## config.mk

```make
export PLATFORM = sky130hd
export DESIGN_NAME = spp_ram
export DESIGN_NICKNAME = d
export VERILOG_FILES = /design/src/hdl/spp_ram.sv
export SDC_FILE = /design/constraint.sdc
export NUM_CORES = 1
export LEC_CHECK = 0
export BUFFER_PORTS_ARGS = -buffer_cell sky130_fd_sc_hd__buf_2
export CAP_MARGIN = 20
export CORE_UTILIZATION = 30
export DETAILED_ROUTE_END_ITERATION = 10
export GPL_ROUTABILITY_DRIVEN = 1
export GPL_TIMING_DRIVEN = 1
export PLACE_DENSITY = 0.5
export SLEW_MARGIN = 0
export SYNTH_ARGS = -nofsm -noshare
export SYNTH_HDL_FRONTEND = slang
export SYNTH_SLANG_ARGS = --single-unit
export TNS_END_PERCENT = 1
```

## constraint.sdc

```tcl
create_clock -name clk -period 6.2 [get_ports clk]
set_clock_uncertainty 0.1 [all_clocks]
set_input_delay 1.24 -clock clk [delete_from_list [all_inputs] [get_ports clk]]
set_output_delay 1.24 -clock clk [all_outputs]
set_load 0.01 [all_outputs]
```

## src/hdl/spp_ram.sv

```systemverilog
`timescale 1ns / 1ps
`default_nettype none
// ----------------------------------------------------------------------------
// spp_ram: generic simple dual-port RAM
// One write port, one read port with registered read data and read enable.
// ----------------------------------------------------------------------------
module spp_ram #(
    parameter int WIDTH = 8,
    parameter int DEPTH = 64
) (
    input  wire logic                     clk,
    input  wire logic                     we,
    input  wire logic [$clog2(DEPTH)-1:0] waddr,
    input  wire logic [WIDTH-1:0]         wdata,
    input  wire logic                     re,
    input  wire logic [$clog2(DEPTH)-1:0] raddr,
    output      logic [WIDTH-1:0]         rdata
);

    logic [WIDTH-1:0] mem [DEPTH];

    // Write port and registered read port; read data holds while re is low
    always_ff @(posedge clk)
    begin
        if (we)
        begin
            mem[waddr] <= wdata;
        end
        if (re)
        begin
            rdata <= mem[raddr];
        end
    end

endmodule : spp_ram
`default_nettype wire

```

* Word-level counts from Yosys, hierarchy flattened
Memory sizes are Yosys's and may differ from the RTL's. A register that Yosys moved wholly into a read port is not among the register bits. Index checks and enable logic that the tools add are counted.
Operators by class: mux-type cells 2
Operators by type and width (number):
- 2-to-1 mux 1 bit | 2
Word-level totals: output and inout port bits 8, register bits after elaboration 0, memories kept 1, logic and storage cells 3, memory bits (writable) 512
Memories:
- mem | words 64, width 8, rd ports 1, clocked after memory_dff 1, wr ports 1, line 20 | logic [WIDTH-1:0] mem [DEPTH];

* Depth between registers and ports, before layout
Gate-level depths: netlist of the first run.
word-level depth 2, mapped depth 9, mapped depth without buffers 5

* Worst setup path after synthesis of the first run
Ideal clock, no wire load.
path type input-to-reg, from input raddr[1], to register rdata[3] (read register of mem) (data pin), data required time 5.834 ns, arrival time 2.780 ns, stages on the path 7, slack 3.054 ns, cells stage by stage buf_4 buf_2 buf_2 mux4_2 mux4_2 o21ai_1 o41ai_1
RTL lines:
- from (decl) | line 16 | input wire logic [$clog2(DEPTH)-1:0] raddr,
- to (decl) | line 17 | output logic [WIDTH-1:0] rdata

==> results of run 1 <==
[worst paths after layout]
check	cells after the start	endpoint	from	slack, ns
setup / recovery	8	rdata[3]	raddr[0]	2.56
hold / removal	3	rdata[4]	mem[31][4]	0.80
setup reg to reg	4	rdata[5]	mem[0][5]	3.85
hold reg to reg	3	rdata[4]	mem[31][4]	0.80
[worst max-delay path, cell delays in order]
cell	delay [ns]
clkbuf_8	0.62
buf_4	0.46
buf_4	0.31
mux4_2	0.53
mux2i_1	0.14
a21oi_1	0.09
o21ai_1	0.16
o41ai_1	0.12
[power by group]
| group | internal, µW | switching (µW) |
|---|---|---|
| logic | 132 | 229 |
| clock network | 1550 | 1280 |
| registers | 3900 | 8.04 |
[cells by family after synthesis]
kind of cell,count (synthesis)
buffers and inverters,51
DFF,520
and+or+nand+nor,153
AOI/OAI and AO/OA,54
muxes,162
[layout make-up]
| cell class | instances | area, µm² |
|---|---|---|
| multi-input cells | 369 | 4320 |
| fillers | 6159 | 43400 |
| clock inverters | 24 | 98.8 |
| clock buffers | 65 | 1370 |
| well taps | 864 | 1080 |
| repair buffers | 50 | 339 |
| flip-flops and latches | 520 | 15600 |
[metal layers]
metal,vias up,part of all wire (%)
met3,79,5.2
met5,-,0.096
li1,4033,-
met4,8,2.0
met1,5029,43
met2,238,49
[per-stage QoR]
stage / hold WS, ns / area (µm²) / total power [µW] / setup slack (ns) / instances
floorplan: 0.697 / 20200 / 4190 / 3.05 / 940
detailed placement: 0.790 / 21300 / 4350 / 1.90 / 1802
finish: 0.798 / 22800 / 7090 / 2.56 / 1892
CTS: 0.805 / 22800 / 7160 / 2.52 / 1891
global route: 0.821 / 22800 / 7310 / 2.39 / 1892
global placement: 0.781 / 21300 / 4350 / 1.92 / 1802
[registers in the layout, indices dropped and copies added (netlist names)]
signal / flops
rdata: 8
mem: 512
[cell usage after synthesis (all sizes together), types with 3 or more instances]
| cell | count |
|---|---|
| nor2b | 14 |
| o22ai | 8 |
| nor3 | 7 |
| a22oi | 3 |
| o2bb2ai | 3 |
| nand3b | 3 |
| nor2 | 83 |
| o2111ai | 3 |
| o221ai | 8 |
| nand2 | 19 |
| nand3 | 13 |
| mux2i | 23 |
| a21oi | 3 |
| a221oi | 6 |
| edfxtp | 520 |
| mux4 | 126 |
| o21ai | 4 |
| clkbuf | 17 |
| mux2 | 13 |
| nand2b | 7 |
| a211oi | 4 |
| buf | 34 |
==> impl_metrics.json, run 1 <==
{
  "drive_above_1_share_pct": 24.4,
  "clkLatencyLatePin_ns": 0.59,
  "finalSetupViolations": 0,
  "track_usage_pct": 14.4,
  "synthCells": 940,
  "use_met3_pct": 2.79,
  "vias": 9387,
  "h-tree-depth": 2,
  "antenna_found_initial": 4,
  "finalSetupTns_ns": 0,
  "fin_nets": 1016,
  "startpoint_type": "input port",
  "met1_usage_pct": 19.5,
  "syn_area_mm2": 0.0202,
  "cp_max_fo": 71,
  "routed_wl_um": 48100,
  "period_share_pct": 58.6,
  "ios": 31,
  "numPortBuffers": 30,
  "yosys.area_share.xor_xnor_pct": 0,
  "power_leakage_uw": 0.00691,
  "finalHoldViolations": 0,
  "grt_max_degree": 72,
  "synth_area_leaders": "edfxtp_1, mux4_2, nor2_1",
  "fp.dieH_um": 262,
  "grt_pass1_vias": 9786,
  "rsz0062_at_grt": "false",
  "synth-warning-count": 0,
  "endpoint_kind": "flop",
  "critPathKind": "input port to flop",
  "numCtsBuffers": 52,
  "synth.largest_area_cell": "edfxtp_1",
  "yosysTopAreaCellShare_pct": 77.1,
  "yosysSeqAreaShare_pct": 77.1,
  "async_flop_share_pct": 0,
  "cts.sinks": 520,
  "worstPathArrival_ns": 3.85,
  "slew_headroom_pct": 27.8,
  "root_buffer": "clkbuf_16",
  "drtAntennaViolNets": 0,
  "drtIter0Drc": 689,
  "globalplace.congestion": 0.745,
  "synth-seq-cells": 520,
  "clkTransAtPathRegs_ns": 0.06,
  "syn_area_per_cell_um2": 21.5,
  "fin_util_pct": 34.5,
  "synth_fa_ha_area_share_pct": 0,
  "synth_mux_area_share_pct": 15.9,
  "grt-busiest-layer": "met2",
  "final_common_cell": "edfxtp_1",
  "dp_hpwl_um": 28100,
  "drt-pass1-iter-count": 5,
  "cts_max_path_buffers": 3,
  "final_cell_mix": "edfxtp_1, mux4_2, nor2_1",
  "synth_flop_cell": "edfxtp_1",
  "dieWidth_um": 262,
  "maxCapViolCount": 0,
  "required_ns": 6.41,
  "area_delta_synth_final_pct": 12.7,
  "postCtsSetupBuffers": 0,
  "ys_types": 39,
  "power.density_mw_per_mm2": 311,
  "synth_compound_area_share_pct": 2.06,
  "syn_nets": 963,
  "post_drt_wl_per_cell_um": 25.4,
  "gr-usage-met2_pct": 23.6,
  "fp.coreArea_mm2": 0.0662,
  "ctsHoldBuffers": 0,
  "hp-class": "flop to flop",
  "synth-simple-area-share_pct": 3.37,
  "irDropWorstVdd_mv": 0.194,
  "worst_pin_slew_ns": 1.08,
  "synth_top_family_by_area": "multiplexers",
  "min_period_ns": 3.64,
  "synth-edff-count": 520,
  "start_util_pct": 30.6,
  "grt_overflow": 0,
  "antenna-diode-count": 0,
  "grt_pass1_wl_um": 70200,
  "drc": 0,
  "outcome": "finished, final reports clean",
  "slew_violations": 0,
  "fp.dieArea_mm2": 0.0685,
  "cts_resized": 0,
  "fmax_ghz": 0.275,
  "avgViaCountPerCell": 4.96,
  "cts_tree": "done",
  "fp-row-count": 94
}
No activity file was read; power rests on OpenSTA's default activity.
==> inputs of run 2 (changes only) <==
Settings changed: ABC_AREA set to 1, PLACE_DENSITY 0.5 to 0.51.
Clock period 6.2 ns to 3.1 ns, I/O delays scaled along.
==> run 2 against run 1 <==
- flip-flop and latch count unchanged
- first-iteration DRC count up 78%
- clock power up 120%
- wire length up 21%
- register-to-register slack worse by 2.4 ns
- synthesized cell count up 92%
- critical path type unchanged
- largest power group unchanged
==> impl_metrics.json, run 2 <==
{
  "ios": 31,
  "min_period_ns": 2.15,
  "dp_hpwl_um": 34000,
  "postCtsSetupBuffers": 0,
  "largest_reg_flops": 512,
  "clkTransAtPathRegs_ns": 0.06,
  "finalSetupViolations": 0,
  "fp.dieArea_mm2": 0.0725,
  "numPortBuffers": 30,
  "whs_ns": 0.372,
  "routed_wl_um": 58100,
  "grt_pass1_vias": 13700,
  "hp-class": "input port to flop",
  "place_ws_ns": 0.311,
  "final_common_cell": "nand2_1",
  "cts_tree": "done",
  "synth-warning-count": 0,
  "yosysSeqAreaShare_pct": 72.9,
  "grt_max_degree": 89,
  "syn_area_mm2": 0.0214,
  "fp.coreArea_mm2": 0.0704,
  "cts.sinks": 520,
  "dieWidth_um": 269,
  "maxCapViolCount": 0,
  "rr_worst_depth": 8,
  "slew_violations": 0,
  "synth_area_leaders": "edfxtp_1, nand2_1, nand3_1",
  "finalSetupTns_ns": 0,
  "required_ns": 3.33,
  "h-tree-depth": 2,
  "wl_met1_um": 26900,
  "antenna-diode-count": 0,
  "drt-pass1-iter-count": 5,
  "vias": 13900,
  "top_regs": "mem (512), rdata (8)",
  "synth.largest_area_cell": "edfxtp_1",
  "worst_slack_ns": 0.947,
  "grt_overflow": 0,
  "synth_commonest_cells": "nand2_1, edfxtp_1, nand3_1",
  "grt_pass1_wl_um": 87100,
  "antenna_found_initial": 2,
  "start_util_pct": 30.4,
  "power.density_mw_per_mm2": 610,
  "drive_above_1_share_pct": 11.3,
  "startpoint_type": "input port",
  "syn_nets": 1828,
  "synth.most_common_cell": "nand2_1",
  "wl_met3_um": 3830,
  "synth-edff-count": 520,
  "critPathKind": "input port to flop",
  "worst_pin_slew_ns": 0.866,
  "root_buffer": "clkbuf_16",
  "finalHoldViolations": 0,
  "clkLatencyLatePin_ns": 0.61,
  "ys_types": 15,
  "drtAntennaViolNets": 0,
  "irDropWorstVdd_mv": 0.422,
  "endpoint_kind": "flop",
  "cts_resized": 0,
  "reg2reg_slack_ns": 1.43,
  "rsz0062_at_grt": "false",
  "fp-row-count": 97,
  "post_drt_wl_per_cell_um": 20.2,
  "synth_flop_cell": "edfxtp_1",
  "cp_max_fo": 25,
  "cts_max_path_buffers": 3,
  "avgViaCountPerCell": 4.85,
  "slew_headroom_pct": 42.3,
  "numCtsBuffers": 56,
  "highest_layer": "met5",
  "syn_area_per_cell_um2": 11.9,
  "dr_wl_met2_um": 26400,
  "synth-seq-cells": 520,
  "final_cell_mix": "nand2_1, edfxtp_1, nand3_1",
  "drtIter0Drc": 1224,
  "fmax_ghz": 0.464,
  "top_register": "mem",
  "period_share_pct": 69.5,
  "fin_nets": 1913,
  "area_delta_synth_final_pct": 15.5,
  "fp.dieH_um": 269,
  "globalplace.congestion": 0.799,
  "async_flop_share_pct": 0,
  "yosysTopAreaCellShare_pct": 72.9,
  "ctsHoldBuffers": 0,
  "worstPathArrival_ns": 2.39,
  "synthCells": 1805,
  "track_usage_pct": 15.9,
  "power_leakage_uw": 0.00888,
  "drc": 0,
  "outcome": "finished, final reports clean",
  "worstHoldPathCells": 1
}
-- run 2: cell types whose count changed after synthesis, sizes merged, moves of 8 or more --
cell	before	now
nand3	13	439
mux2i	23	0
inv	0	12
o221ai	8	0
o22ai	8	0
mux2	13	0
buf	34	98
mux4	126	0
nand2	19	648
nor2	83	56
nor2b	14	0
-- run 2: routing by layer --
layer  vias to the layer above  GRT usage [%]
li1                       6533              -
met1                      6893           22.9
met2                       443           24.8
met3                        73           2.64
met4                         2           4.03
met5                         -              0
-- run 2: path summary, 6_finish.rpt --
path	to	startpoint
max	rdata[0]	raddr[1]
min	rdata[7]	re
max reg2reg	rdata[0]	mem[51][0]
min reg2reg	rdata[1]	mem[13][1]
-- run 2: cell type report --
type                    instances  area (µm²)
repair buffers                140        1240
flip-flops and latches        520       15600
well taps                     940        1180
clock inverters                34         241
multi-input cells            1160        4950
clock buffers                  70        1480
inverters                      12        55.1
fillers                      6980       45600
-- run 2: critical path, stage by stage --
cell and delay, ns:
buf_4 0.22, inv_4 0.33, buf_4 0.34, nand3_1 0.12, nand3_1 0.10, nand2_1 0.12, nand2_1 0.08, nand3_1 0.10
nand3_1 0.21, nand2_1 0.12
-- run 2: cells by family after synthesis --
logic type             Yosys count  share of synthesized area, %
AND/OR/NAND/NOR               1160                          23.1
flip-flops                     520                          72.9
buffers and inverters          125                          4.01
-- run 2: where the power goes --
group	switching, µW	total, µW	internal [µW]	leakage (µW)
logic	709	967	258	0.00336
clock network	2710	6310	3610	0.000838
registers	18.7	7820	7800	0.00469
total	3440	15100	11700	0.00888
-- run 2: metrics by stage --
stage / area (µm²) / util (%) / std cells / power (µW)
global placement: 23000 / 32.7 / 2772 / 8940
detailed placement: 23000 / 32.7 / 2772 / 8940
finish: 24700 / 35.2 / 2876 / 15100
floorplan: 21400 / - / 1805 / 8510
CTS: 24700 / 35.2 / 2876 / 15200
global route: 24700 / 35.2 / 2876 / 15600
